$ cat config.mk
export PLATFORM = sky130hd
export DESIGN_NAME = cfr_sqrt
export DESIGN_NICKNAME = d
export VERILOG_FILES = /design/src/rtl/cfr_sqrt.sv
export SDC_FILE = /design/constraint.sdc
export NUM_CORES = 2
export LEC_CHECK = 0
export BUFFER_PORTS_ARGS = -buffer_cell sky130_fd_sc_hd__buf_2
export CAP_MARGIN = 5
export CORE_ASPECT_RATIO = 2
export CORE_UTILIZATION = 36
export DETAILED_ROUTE_END_ITERATION = 6
export PLACE_DENSITY = 0.6
export SLEW_MARGIN = 20
export SYNTH_ARGS = -nofsm -noshare
export SYNTH_HDL_FRONTEND = slang
export SYNTH_SLANG_ARGS = --single-unit
$ cat constraint.sdc
create_clock -name clk -period 3.4 [get_ports clk]
set_input_delay 0.17 -clock clk [delete_from_list [all_inputs] [get_ports clk]]
set_output_delay 0.17 -clock clk [all_outputs]
set_load 0.02 [all_outputs]
$ cat src/rtl/cfr_sqrt.sv
module cfr_sqrt #(
  parameter int IN_W = 60,
  parameter int SB_W = 1
) (
  input  logic              clk,
  input  logic              rst_n,
  input  logic              in_vld,
  input  logic [IN_W-1:0]   in_v,
  input  logic [SB_W-1:0]   in_sb,
  output logic              out_vld,
  output logic [IN_W/2-1:0] out_root,
  output logic [SB_W-1:0]   out_sb
);

  localparam int RW = IN_W / 2;

  logic [RW:0]     rem_r  [RW];
  logic [RW-1:0]   root_r [RW];
  logic [IN_W-1:0] v_r    [RW];
  logic [SB_W-1:0] sb_r   [RW];
  logic [RW-1:0]   vld_r;

  for (genvar g = 0; g < RW; g++) begin : g_stage
    logic [RW:0]     rem_p;
    logic [RW-1:0]   root_p;
    logic [IN_W-1:0] v_p;
    logic [SB_W-1:0] sb_p;
    logic            vld_p;
    logic [RW+2:0]   work;
    logic [RW+2:0]   trial;
    logic [RW+2:0]   diff;
    logic            ge;

    if (g == 0) begin : g_first
      assign rem_p  = '0;
      assign root_p = '0;
      assign v_p    = in_v;
      assign sb_p   = in_sb;
      assign vld_p  = in_vld;
    end else begin : g_next
      assign rem_p  = rem_r[g-1];
      assign root_p = root_r[g-1];
      assign v_p    = v_r[g-1];
      assign sb_p   = sb_r[g-1];
      assign vld_p  = vld_r[g-1];
    end

    assign work  = {rem_p, v_p[IN_W-1 -: 2]};
    assign trial = {1'b0, root_p, 2'b01};
    assign diff  = work - trial;
    assign ge    = (work >= trial);

    always_ff @(posedge clk) begin
      if (!rst_n) begin
        vld_r[g] <= 1'b0;
      end else begin
        vld_r[g] <= vld_p;
      end
    end

    always_ff @(posedge clk) begin
      rem_r[g]  <= ge ? diff[RW:0] : work[RW:0];
      root_r[g] <= {root_p[RW-2:0], ge};
      v_r[g]    <= {v_p[IN_W-3:0], 2'b00};
      sb_r[g]   <= sb_p;
    end
  end

  assign out_vld  = vld_r[RW-1];
  assign out_root = root_r[RW-1];
  assign out_sb   = sb_r[RW-1];

endmodule

* Word level (Yosys, flattened, before mapping)
Memories as Yosys holds them, arrays and structs flattened.
Cells that the tools add are included.
** Storage, ports and cells
- Flip-flop bits (word level) :: 30
- Latch bits :: 0
- Memory bits (writable) :: 3600
- Memory bits (read-only) :: 0
- Word-level logic and storage cells :: 124
- Memories kept :: 4
** Memory list
- v_r :: words 30, width 58, rd ports 29, clocked after Yosys merged registers in 0, wr ports 30, RTL line 19 : logic [IN_W-1:0] v_r [RW];
- rem_r :: words 30, width 31, rd ports 29, clocked after Yosys merged registers in 0, wr ports 30, RTL line 17 : logic [RW:0] rem_r [RW];
- root_r :: words 30, width 30, rd ports 30, clocked after Yosys merged registers in 0, wr ports 30, RTL line 18 : logic [RW-1:0] root_r [RW];
- sb_r :: words 30, width 1, rd ports 30, clocked after Yosys merged registers in 0, wr ports 30, RTL line 20 : logic [SB_W-1:0] sb_r [RW];
** Cells by class
- $add $sub $neg :: 30
- $mul :: 0
- Divide/modulo/power cells :: 0
- Magnitude comparators :: 30
- Equal/unequal tests :: 0
- Shift-type cells :: 0
- Mux-type cells :: 30
- Bitwise gates (word level) :: 0
- Reduce and logical (&&, ||, !) cells :: 0
** Operators by type and width (count)
- 33-bit by 32-bit >= comparator with 1-bit output :: 29
- 31-bit two-way mux :: 30
- 31-bit subtractor :: 29
- 2-bit by 1-bit subtractor with 3-bit output, second input constant :: 1
- 2-bit by 1-bit >= comparator with 1-bit output, second input constant :: 1

* Logic depth before layout (Yosys ltp)
An unclocked memory read counts as a cell.
- Depth in word-level cells :: 3
- Gate-level depth with buffers :: 15

* Worst setup path after synthesis
Ideal clock, no wire load.
- Path kind :: flip-flop to flip-flop
- Start point :: memory root_r[1][275] in the netlist's numbering
- End point :: memory rem_r[26][10] in the netlist's numbering
- Data arrival time :: 3126 ps
- Required time :: 3279 ps
- Slack :: 153 ps
- Cell stages (with the launch flop) :: 13
- Path buffers :: 1
- Period minus slack after synthesis :: 3247 ps
- Path through :: dfxtp_1 -> inv_1 -> ha_1 -> and3_1 -> a221oi_1 -> o21bai_1 -> a2111oi_0 -> o21ai_1 -> a221o_1 -> a221oi_1 -> o211ai_1 -> buf_2 -> mux2_2
** RTL lines (RTL line)
- start, declared :: 18
- end, declared :: 17

==> impl_metrics.py <==
metrics = {
    "status": {
        "status": "finished with violations",
        "violations": "setup timing",
    },
    "pwr": {
        "powerDensity_nw_per_um2": 723,
        "finalPower_mw": 70.4,
        "p_leak_nw": 46.0,
        "peakVddDrop_v": 0.000517,
    },
    "sta": {
        "min_period_ps": 3430,
        "clock.fmax_mhz": 292,
        "rsz0062_at_grt": "true",
        "final-hold-violation-count": 0,
        "slew_headroom_pct": 37.9,
        "fin_ws_ps": -27.3,
        "worst_pin_slew_ps": 922,
        "finalCritPeriodShare_pct": 101,
        "fin_skew_ps": 106,
        "setup_tns_ps": -27.3,
        "setup_violations": 1,
        "drv_slew": 0,
    },
    "cts": {
        "cts_tree": "done",
        "clk_latency_ps": 870,
        "htree_num_levels": 4,
        "cts.sinks": 2250,
        "clk_pin_slew_worst_paths_ps": 70,
        "cts_made_buffers": 202,
        "root_buffer": "clkbuf_16",
        "cts.path.max_buffers": 4,
    },
    "worst_setup_path": {
        "cp_slowest_cell": "a221o_1",
        "cpMostUsedCell": "buf_4",
        "cp-start-kind": "register",
        "crit_required_ps": 4060,
        "r2r_slack_ps": -30,
        "worstPathArrival_ps": 4090,
        "crit_path_end_kind": "register",
        "critPathKind": "register to register",
        "cpPeakStageDelay_ps": 400,
        "worst-path-max-fanout": 5,
        "crit_chain": "inv_2 > ha_4 > a21o_1 > a221oi_2 > o21bai_2 > a2111oi_2 > buf_4 > o21ai_4 > a221o_1 > a221oi_4 > o211ai_1 > buf_4 > buf_8 > buf_12 > nand2_2 > mux2i_1",
    },
    "route": {
        "drt_wl_total_um": 208000,
        "dr.pass1.iters": 6,
        "wl_per_cell_um": 17.7,
        "antenna_left": 0,
        "avgViaCountPerCell": 4.84,
        "drc": 0,
        "drtIter0Drc": 1992,
        "num_vias": 57000,
    },
    "die": {
        "die-area_um2": 226000,
        "rows": 245,
        "die_h_um": 672,
        "initial_core_util_pct": 36.2,
        "core_um2": 223000,
        "dieWidth_um": 337,
        "io-pin-count": 96,
    },
    "grt": {
        "grt_overflow": 0,
        "antenna_found_initial": 9,
        "first_global_vias": 60300,
        "grt_start_max_net_pins": 52,
        "grtUsageTotal_pct": 18.0,
        "grt_pass1_wl_um": 313000,
    },
    "yosys": {
        "synth.area.mux_share_pct": 0.990,
        "synthCells": 7838,
        "yosysWarnings": 0,
        "yosys_register_bits": 2250,
        "synth_fa_ha_area_share_pct": 7.68,
        "post_synth_xor_area_fraction_pct": 7.61,
        "synth_top_family_by_area": "simple AND/OR/NAND/NOR gates",
        "synth_ff_type": "dfxtp_1",
        "avgSynthCellArea_um2": 10.3,
        "syn-num-nets": 8398,
        "synth-seq-area-share_pct": 55.8,
        "synth_simple_gate_area_share_pct": 12.3,
        "synth_edf_count": 0,
        "synth-async-reset-ratio_pct": 0,
        "synth_compound_area_share_pct": 12.0,
        "synth_cell_types": 94,
        "netlist_area_um2": 80800,
    },
    "layout": {
        "stdcell_area_um2": 97400,
        "synthToLayoutAreaGrowth_pct": 20.6,
        "drive_gt1_share_pct": 13.9,
        "fin_util_pct": 43.7,
        "nets": 9183,
        "instances_no_fill": 11800,
        "final_cell_mix": "dfxtp_1 (2239), inv_1 (606), a21oi_1 (503)",
        "final_common_cell": "dfxtp_1",
    },
    "placed_design": {
        "dp.final_hpwl_um": 164000,
        "port_buffers": 95,
        "gp_congestion": 0.941,
        "place_area_um2": 88400,
        "place_inst": 11200,
    },
    "worst_hold_path": {
        "hold_path.class": "input port to register",
    },
    "job": {
        "max-cap-violations": 0,
    },
}
## registers in the layout, indices dropped and copies added, names as in the netlist
name	flops
v_r	870
rem_r	855
root_r	465
sb_r	30
g_stage.vld_p	29
out_vld	1
## repair_timing
item                                   4_1_cts  5_1_grt
gates cloned                                 4        0
hold buffers                               118        0
buffers inserted                            10       13
endpoints found under the hold margin       92        0
setup endpoints to repair                  150      247
gates resized for setup                     87      131
pin swaps                                   15       38
## stage by stage
step | hold slack [ps] | worst slack [ps]
2_1_floorplan | 198 | 153
3_3_place_gp | 272 | -675
3_5_place_dp | 274 | -610
4_1_cts | 3.82 | -87.9
5_1_grt | 16.2 | -148
6_report | 34.1 | -27.3
## layout make-up
type / instances / area, µm²
flip-flops and latches: 2250 / 45100
fillers: 21000 / 125000
diodes: 33 / 82.6
repair buffers: 732 / 5840
inverters: 613 / 2300
clock inverters: 88 / 1170
well taps: 2964 / 3710
clock buffers: 262 / 5570
multi-input cells: 4824 / 33700
## path summary, 6_finish.rpt
kind                                     start             to  cells past startpoint
worst max-delay path            root_r[1][276]  rem_r[26][28]                     16
worst min-delay path                  in_v[49]     v_r[0][49]                      2
worst max register to register  root_r[1][276]  rem_r[26][28]                     16
worst min register to register     v_r[1][108]    v_r[1][168]                      0
## worst max-delay path, delay by kind of cell, from the launching register on
family,cells,cell delay (ps)
compound gates,8,1840
mux,1,60
fa+ha+maj,1,210
simple gates,1,50
buf+inv,5,730
flops,1,330
## synthesized netlist by cell type (9+ instances only)
cell type | n | area, µm²
nor3_1 | 200 | 1000
or4_1 | 49 | 368
xor2_1 | 351 | 3070
or2_2 | 38 | 238
nor2b_1 | 68 | 425
nand2_1 | 454 | 1700
o21bai_1 | 40 | 300
or3_1 | 100 | 626
o211ai_1 | 26 | 195
a211o_1 | 13 | 114
nor4_1 | 109 | 682
mux2_2 | 63 | 709
a21boi_0 | 24 | 180
and2_1 | 53 | 332
o41ai_1 | 9 | 78.8
nor4b_1 | 9 | 78.8
nand2b_1 | 96 | 601
nor2_1 | 485 | 1820
inv_1 | 610 | 2290
a221oi_1 | 9 | 78.8
a21o_1 | 246 | 1850
dfxtp_1 | 2250 | 45000
a31oi_1 | 45 | 282
clkbuf_1 | 136 | 510
o31ai_1 | 46 | 345
nand3b_1 | 18 | 135
o21a_1 | 96 | 721
a31o_2 | 9 | 78.8
nand3_1 | 129 | 646
xnor2_1 | 351 | 3070
and4_1 | 15 | 131
mux2i_1 | 9 | 90.1
o21ai_0 | 346 | 1730
nor3b_1 | 17 | 128
a211oi_1 | 32 | 240
a2111oi_0 | 18 | 158
and3_1 | 43 | 269
ha_1 | 496 | 6210
a21oi_1 | 520 | 2600
nand4_1 | 76 | 475
## cells by family after synthesis
logic type / after synthesis
buffers and inverters: 764
muxes: 72
other: 1
and+or+nand+nor: 1991
adders and majority gates: 496
AOI/OAI and AO/OA: 1562
DFF: 2250
xor gates and xnor gates: 702
## layer usage
metal,GRT usage [%],up-vias,share of wire [%]
li1,-,28300,-
met1,11.1,26800,26
met2,39.7,1077,61
met3,2.15,761,2.4
met4,17.7,0,11
met5,0,-,0
## where the power goes
group | total (mW) | switching (mW) | internal, mW
combinational | 13.4 | 7.12 | 6.25
clock | 23.3 | 9.81 | 13.5
sequential | 33.8 | 3.16 | 30.6
Power figures use the tool's default switching activity.
