[config.mk]
export PLATFORM = sky130hd
export DESIGN_NAME = cfr_ratio
export DESIGN_NICKNAME = d
export VERILOG_FILES = /design/src/rtl/cfr_ratio.sv
export SDC_FILE = /design/constraint.sdc
export NUM_CORES = 2
export LEC_CHECK = 0
export ABC_CLOCK_PERIOD_IN_PS = 5900
export BUFFER_PORTS_ARGS = -buffer_cell sky130_fd_sc_hd__buf_2
export CAP_MARGIN = 30
export CORE_ASPECT_RATIO = 0.6
export CORE_MARGIN = 1
export CORE_UTILIZATION = 57
export CTS_CLUSTER_DIAMETER = 100
export DETAILED_ROUTE_END_ITERATION = 12
export PLACE_DENSITY = 0.76
export SLEW_MARGIN = 20
export SYNTH_ARGS = -nofsm -noshare
export SYNTH_HDL_FRONTEND = slang
export SYNTH_SLANG_ARGS = --single-unit
[constraint.sdc]
create_clock -name clk -period 5.9 [get_ports clk]
set_input_delay 0.59 -clock clk [delete_from_list [all_inputs] [get_ports clk]]
set_output_delay 0.59 -clock clk [all_outputs]
set_load 0.02 [all_outputs]
[src/rtl/cfr_ratio.sv]
module cfr_ratio #(
  parameter int DW   = 32,
  parameter int FB   = 16,
  parameter int SB_W = 1
) (
  input  logic            clk,
  input  logic            rst_n,
  input  logic            in_vld,
  input  logic [DW-1:0]   in_pos,
  input  logic [DW-1:0]   in_neg,
  input  logic [SB_W-1:0] in_sb,
  output logic            out_vld,
  output logic [FB:0]     out_q,
  output logic [SB_W-1:0] out_sb
);

  localparam int DENW = DW + 1;
  localparam int QW   = FB + 1;
  localparam int DSW  = DENW + FB;
  localparam logic [QW-1:0] ONE = {1'b1, {FB{1'b0}}};

  logic [DENW-1:0] num_w;
  logic [DENW-1:0] den_w;
  logic [DSW-1:0]  dfull_w;

  assign num_w   = (in_pos > in_neg) ? {1'b0, in_pos - in_neg} : '0;
  assign den_w   = {1'b0, in_pos} + {1'b0, in_neg};
  assign dfull_w = {num_w, {FB{1'b0}}} + {{(FB+1){1'b0}}, den_w[DENW-1:1]};

  logic            vld0_r;
  logic            dz0_r;
  logic [DENW-1:0] den0_r;
  logic [DENW-1:0] rem0_r;
  logic [QW-1:0]   low0_r;
  logic [SB_W-1:0] sb0_r;

  always_ff @(posedge clk) begin
    if (!rst_n) begin
      vld0_r <= 1'b0;
    end else begin
      vld0_r <= in_vld;
    end
  end

  always_ff @(posedge clk) begin
    dz0_r  <= (den_w == '0);
    den0_r <= den_w;
    rem0_r <= {1'b0, dfull_w[DSW-1:QW]};
    low0_r <= dfull_w[QW-1:0];
    sb0_r  <= in_sb;
  end

  logic [DENW-1:0] rem_r [QW];
  logic [DENW-1:0] den_r [QW];
  logic [QW-1:0]   q_r   [QW];
  logic [QW-1:0]   low_r [QW];
  logic [SB_W-1:0] sb_r  [QW];
  logic [QW-1:0]   dz_r;
  logic [QW-1:0]   vld_r;

  for (genvar g = 0; g < QW; g++) begin : g_stage
    logic [DENW-1:0] rem_p;
    logic [DENW-1:0] den_p;
    logic [QW-1:0]   q_p;
    logic [QW-1:0]   low_p;
    logic [SB_W-1:0] sb_p;
    logic            dz_p;
    logic            vld_p;
    logic [DENW:0]   work;
    logic [DENW:0]   denx;
    logic [DENW:0]   diff;
    logic            ge;

    if (g == 0) begin : g_first
      assign rem_p = rem0_r;
      assign den_p = den0_r;
      assign q_p   = '0;
      assign low_p = low0_r;
      assign sb_p  = sb0_r;
      assign dz_p  = dz0_r;
      assign vld_p = vld0_r;
    end else begin : g_next
      assign rem_p = rem_r[g-1];
      assign den_p = den_r[g-1];
      assign q_p   = q_r[g-1];
      assign low_p = low_r[g-1];
      assign sb_p  = sb_r[g-1];
      assign dz_p  = dz_r[g-1];
      assign vld_p = vld_r[g-1];
    end

    assign work = {rem_p, low_p[QW-1]};
    assign denx = {1'b0, den_p};
    assign diff = work - denx;
    assign ge   = (work >= denx);

    always_ff @(posedge clk) begin
      if (!rst_n) begin
        vld_r[g] <= 1'b0;
      end else begin
        vld_r[g] <= vld_p;
      end
    end

    always_ff @(posedge clk) begin
      rem_r[g] <= ge ? diff[DENW-1:0] : work[DENW-1:0];
      den_r[g] <= den_p;
      q_r[g]   <= {q_p[QW-2:0], ge};
      low_r[g] <= {low_p[QW-2:0], 1'b0};
      sb_r[g]  <= sb_p;
      dz_r[g]  <= dz_p;
    end
  end

  assign out_vld = vld_r[QW-1];
  assign out_sb  = sb_r[QW-1];
  assign out_q   = (dz_r[QW-1] || (q_r[QW-1] > ONE)) ? ONE : q_r[QW-1];

endmodule

## Word-level counts from Yosys, hierarchy flattened

Memories as Yosys holds them, arrays and structs flattened.
Cells that the tools add are included.

| operators by class | value |
|---|---|
| $add $sub $neg | 20 |
| order comparisons | 19 |
| mux-type cells | 19 |
| reductions and logical operators | 2 |

Operators by type and width:

| kind | count |
|---|---|
| $mux 33 | 17 |
| $sub 33x33->33 | 17 |
| $ge 34x33->1 | 16 |
| $add 48x32->49 | 1 |
| $add 32x32->33 | 1 |
| $ge 33x33->1 | 1 |
| $logic_not 33->1 | 1 |
| $gt 32x32->1 | 1 |
| $mux 32 | 1 |
| $sub 32x32->32 | 1 |
| $gt 17x17->1 const B | 1 |
| $mux 17 | 1 |
| $logic_or 1x1->1 | 1 |

| storage, ports and cells | value |
|---|---|
| register bits after elaboration | 119 |
| memory bits (writable) | 1700 |
| input bits | 68 |
| memories kept | 5 |

Memory list:

| memory | words | bits a word | rd ports | clocked after Yosys merged registers in | write ports | line | RTL |
|---|---|---|---|---|---|---|---|
| den_r | 17 | 33 | 16 | 0 | 17 | 54 | `logic [DENW-1:0] den_r [QW];` |
| rem_r | 17 | 33 | 16 | 0 | 17 | 53 | `logic [DENW-1:0] rem_r [QW];` |
| q_r | 17 | 17 | 17 | 0 | 17 | 55 | `logic [QW-1:0] q_r [QW];` |
| low_r | 17 | 16 | 16 | 0 | 17 | 56 | `logic [QW-1:0] low_r [QW];` |
| sb_r | 17 | 1 | 17 | 0 | 17 | 57 | `logic [SB_W-1:0] sb_r [QW];` |

## Longest topological paths before layout

An unclocked memory read counts as a cell.

| logic depth | value |
|---|---|
| depth after elaboration | 4 |
| gate-level depth with buffers | 26 |
| depth with buffers taken out | 24 |

## Worst setup path after synthesis

OpenSTA, ideal clock, no wires.

| timing | value |
|---|---|
| path type | input-to-reg |
| start | input port in_pos[0] |
| end | register rem0_r[31] (netlist: g_stage[0].rem_p[31]) |
| setup time | 92 ps |
| data arrival time | 5443 ps |
| required time | 5808 ps |
| path slack | 365 ps |
| stages on the path | 24 |
| path through | inv_1 > ha_1 > inv_1 > fa_1 > a21oi_1 > o211ai_1 > o2111ai_1 > nand4b_1 > and4_1 > a21oi_1 > clkbuf_1 > clkbuf_1 > nor2_1 > ha_1 > and2_1 > a311oi_1 > nor2_1 > a211oi_1 > o21ai_0 > nor2b_1 > nand2_1 > nor4_1 > nand4b_1 > nor4_1 |

| between the ends | value |
|---|---|
| word-level cells in the longest chain between the ends | 3 |
| elaborated cells on any way between the ends | 5 |

RTL lines:

| element | line | RTL |
|---|---|---|
| from (decl) | 9 | `input logic [DW-1:0] in_pos,` |
| $sub 32x32->32 / $gt 32x32->1 (equally long branches) | 26 | `assign num_w = (in_pos > in_neg) ? {1'b0, in_pos - in_neg} : '0;` |
| $mux 32 | 26 |  |
| $add 48x32->49 * | 28 | `assign dfull_w = {num_w, {FB{1'b0}}} + {{(FB+1){1'b0}}, den_w[DENW-1:1]};` |
| net dfull_w[48] | 24 | `logic [DSW-1:0] dfull_w;` |
| to (signal assigned) | 48 | `rem0_r <= {1'b0, dfull_w[DSW-1:QW]};` |
| to (decl) | 33 | `logic [DENW-1:0] rem0_r;` |

Mark *: on every way through the listed nets, which the timed path passes. The rest lies on a longest branch.
A chain may end at the register's enable or synchronous reset.

## Worst setup path after layout

| timing | value |
|---|---|
| start | input port in_neg[6] |
| end | register rem0_r[31] (netlist: g_stage[0].rem_p[31]) |

| between the ends | value |
|---|---|
| elaborated cells on any way between the ends | 5 |

RTL lines:

| element | line | RTL |
|---|---|---|
| from (decl) | 10 | `input logic [DW-1:0] in_neg,` |
| $add 32x32->33 | 27 | `assign den_w = {1'b0, in_pos} + {1'b0, in_neg};` |
| net den_w[23] | 23 | `logic [DENW-1:0] den_w;` |
| $add 48x32->49 | 28 |  |
| net dfull_w[48] | 24 |  |

The timed path passes the listed nets, and every way through them passes these cells.

==> out/results.md <==
| Group | Metric | This run |
| --- | --- | --- |
| timing | Actual slew at the worst max-slew pin | 1.10 ns |
| clocking | Largest buffer count on any clock path | 3 |
| synth | Number of synthesized flops with an enable pin | 0 |
| floorplanning | Number of primary I/O pins | 87 |
| synth | Post-Syn Area per Cell | 9.05 um2 |
| timing | Minimum clock period after layout | 5.29 ns |
| floorplanning | Starting density of the core | 0.576 |
| global route | Global-route usage over all layers | 0.327 |
| floorplanning | X dimension of the die | 437 um |
| drt | Pre-Repair DR Iteration Count | 10 |
| critical path | Origin of the critical flop-to-flop path | den_r[0][16] |
| run | Max-cap violations | 0 |
| clocking | Clock Tree Root | clkbuf_16 |
| drt | DRC viols | 16 |
| synth | Synth Cell Area | 64600 um2 |
| clocking | Clock transition time at the flip-flop clock pins of the worst setup and hold paths | 0.07 ns |
| clocking | H-tree lvl count | 3 |
| global route | First-pass GRT wire length | 290000 um |
| critical path | Worst reg2reg path depth | 15 |
| placement | Post-detailed-placement half-perimeter wirelength | 152000 um |
| hold path | Min-delay worst type | primary input to register |
| synth | Post-Syn Instances | 7144 |
| placement | Gpl congestion | 0.999 |
| timing | Final clock skew | 0.0289 ns |
| timing | Final worst path period share | 0.896 |
| timing | Aggregate negative setup slack | 0 ns |
| clocking | Number of clock sinks | 1329 |
| hold path | Terminating pin of the worst hold path | g_stage[0].vld_p |
| global route | Number of global-route vias before repair | 47800 |
| synth | Total of warnings raised by yosys | 0 |
| global route | Antenna violations before repair | 9 |
| drt | Detailed-route wire length | 191000 um |
| drt | Number of DRC violations after detailed-routing iteration 0 | 6524 |
| floorplanning | Die Area | 115000 um2 |
| clocking | Hold-fix buffers, CTS | 1 |
| critical path | Reg2Reg Capture Point | rem_r[0][40] |
| timing | Final slew viol count | 0 |
| synth | #FFs+latches synth | 1329 |
| drt | Vias post-DR | 52400 |
| floorplanning | Cell row count | 95 |
| global route | Total congestion overflow after global routing | 0 |
| critical path | Critical path start-end classification | primary input to register |
| hold path | Min-Delay Startpoint | in_vld |
| outcome | Result of the run | finished with violations |
| global route | Pin count of the biggest net entering global routing | 59 |
| cells and area | Share of layout cells above drive strength 1 | 0.0833 |
| synth | Post-synthesis cell type count | 98 |
| timing | Max Fclk | 189 MHz |
| clocking | Clock latency on the worst-skew pair | 0.77 ns |
| critical path | Crit Path Max Fanout | 3 |
| critical path | Register-to-Register Setup Slack | 0.84 ns |
| hold path | Worst hold stages | 2 |
| critical path | Worst Path Required | 6.57 ns |
| floorplanning | Area of the core region | 112000 um2 |
| critical path | Startpoint class of the critical path | primary input |
| drt | Average wire per standard cell | 21.4 um |
| synth | Sequential cell area fraction in the yosys report | 0.412 |
| clocking | CTS tree | built |
| drt | Detail Route Antenna Nets | 0 |
| critical path | Critical Path AT | 5.95 ns |
| drt | Via density per instance | 5.86 |
| synth | Flip-flop cell with the highest count after synthesis | dfxtp_1 |
| outcome | Violations in the final reports | DRC |
| timing | Finish-stage setup viols | 0 |
| timing | RSZ-0062 raised after global routing | no |
| clocking | # resized after CTS | 0 |
| synth | Net Count, Synth | 7872 |
| clocking | Number of post-CTS setup repair buffers | 0 |
| critical path | Endpoint kind of the worst setup timing path | register |
| synth | Async set or reset register ratio after synthesis | 0 |
| cells and area | Relative area change from synthesis to final layout | 11.2% |
| floorplanning | Die H | 263 um |
| timing | Worst max-slew margin expressed relative to the limit | 0.260 |
| clocking | TritonCTS Buffers | 120 |
| placement | Port Buffer Count | 86 |
| cells and area | Number of nets in the layout | 8061 |
| timing | Count of endpoints failing hold in the final timing report | 0 |
state kept, by name, summed over array words and instances, names as in the netlist:
| signal | cells |
|---|---|
| g_stage.vld_p | 17 |
| rem_r | 528 |
| g_stage.dz_p | 16 |
| g_stage.low_p | 17 |
| q_r | 153 |
| sb_r | 17 |
| dz0_r | 1 |
| dz_r | 1 |
| g_stage.rem_p | 32 |
| g_stage.sb_p | 1 |
| den_r | 528 |
| out_vld | 1 |
| den0_r | 17 |
synthesized netlist by cell type, drive strengths merged (15+ instances only):
library cell	instances	area [um2]
a21boi	20	150
o21ai	510	2560
xnor2	308	2700
nor4	32	200
o31ai	46	345
nor2	431	1620
o21a	86	646
mux2	139	1570
a31oi	60	375
buf	36	186
a211o	19	168
or3	24	151
a21o	248	1860
dfxtp	1329	26600
o31a	26	228
nand3	97	485
or2	29	181
fa	19	380
nor3	74	375
o211ai	32	240
xor2	203	1780
ha	641	8020
a211oi	52	395
and2	69	432
a221oi	15	138
o21bai	89	668
nor2b	78	488
nand2b	93	582
nand4	93	582
and3	56	350
nand2	505	1900
inv	759	2850
and4	15	131
a31o	15	131
nand4b	15	131
clkbuf	98	368
a21oi	608	3040
metrics by stage:
stage / hold WS [ns] / instance area (um2) / util / setup WS (ns) / std cells
floorplan: 0.310 / 64600 / - / 0.365 / 7144
global placement: 0.310 / 67500 / 0.601 / -0.0360 / 8711
detailed placement: 0.312 / 67500 / 0.601 / -0.000399 / 8712
CTS: 0.00765 / 71800 / 0.640 / 0.754 / 8936
global route: 0.0331 / 71900 / 0.640 / 0.305 / 8937
finish: 0.0468 / 71900 / 0.641 / 0.615 / 8942
cell type report:
type                    count  area, um2
flip-flops and latches   1329      26600
repair buffers            201       1410
clock inverters            74       1060
multi-input cells        4919      34700
inverters                 762       2860
clock buffers             149       3290
well taps                1503       1880
fillers                  9153      40300
diodes                      5       12.5
worst max path at each step:
stage / to / depth (start not counted) / from / slack, ns
6_report: g_stage[0].rem_p[31] / 28 / in_neg[6] / 0.61
5_1_grt: g_stage[0].rem_p[31] / 28 / in_neg[6] / 0.31
4_1_cts: g_stage[0].rem_p[31] / 29 / in_neg[1] / 0.75
3_5_place_dp: g_stage[0].rem_p[31] / 29 / in_neg[1] / -0.0004
3_3_place_gp: g_stage[0].rem_p[31] / 28 / in_neg[6] / -0.04
2_1_floorplan: g_stage[0].rem_p[31] / 24 / in_pos[0] / 0.36
worst max-delay path, cell delays in order:
cell       delay, ns
buf_2           0.09
inv_1           0.04
ha_1            0.28
nor2b_1         0.06
nor4_1          0.35
o2111ai_1       0.34
a311oi_1        0.36
buf_4           0.18
o31ai_1         0.06
buf_4           0.14
buf_4           0.14
a21oi_1         0.25
nand2_1         0.15
xnor2_1         0.30
ha_1            0.22
or3_1           0.15
a311oi_1        0.06
buf_4           0.15
nor2_1          0.19
a211oi_1        0.11
buf_4           0.15
o21ai_0         0.20
nor2b_1         0.21
nand2_1         0.09
nor4_1          0.48
buf_4           0.20
nand4b_1        0.12
nor4_1          0.27
logic make-up after synthesis:
kind of cell	share of synthesized area
multiplexers	0.0261
flip-flops	0.412
XOR/XNOR	0.0693
AO/OA/AOI/OAI	0.187
buffers and inverters	0.0529
adder cells (fa/ha/maj)	0.130
AND/OR/NAND/NOR	0.123
layout by cell type (no fill, tap or decap), types with 58 or more instances in the layout:
master        n
buf_4       104
xnor2_1     308
nor2_1      429
nor2b_1      78
o21ai_0     465
a31oi_1      58
xor2_1      203
and2_1       68
a21o_1      248
nand2_1     503
o21a_1       85
nor3_1       72
nand2b_1     93
mux2_2      114
a21oi_1     605
buf_2        86
nand4_1      93
clkbuf_16   120
inv_1       751
dfxtp_1    1329
o21bai_1     89
ha_1        641
nand3_1      97
routing by layer:
layer	part of all wire	track usage
met1	0.52	0.552
met2	0.30	0.339
met3	0.17	0.169
met5	0.00017	0
met4	0.0096	0.0410
Power is not shown: default switching activity piles up to over one toggle a cycle in this logic, so the estimate is an artifact.
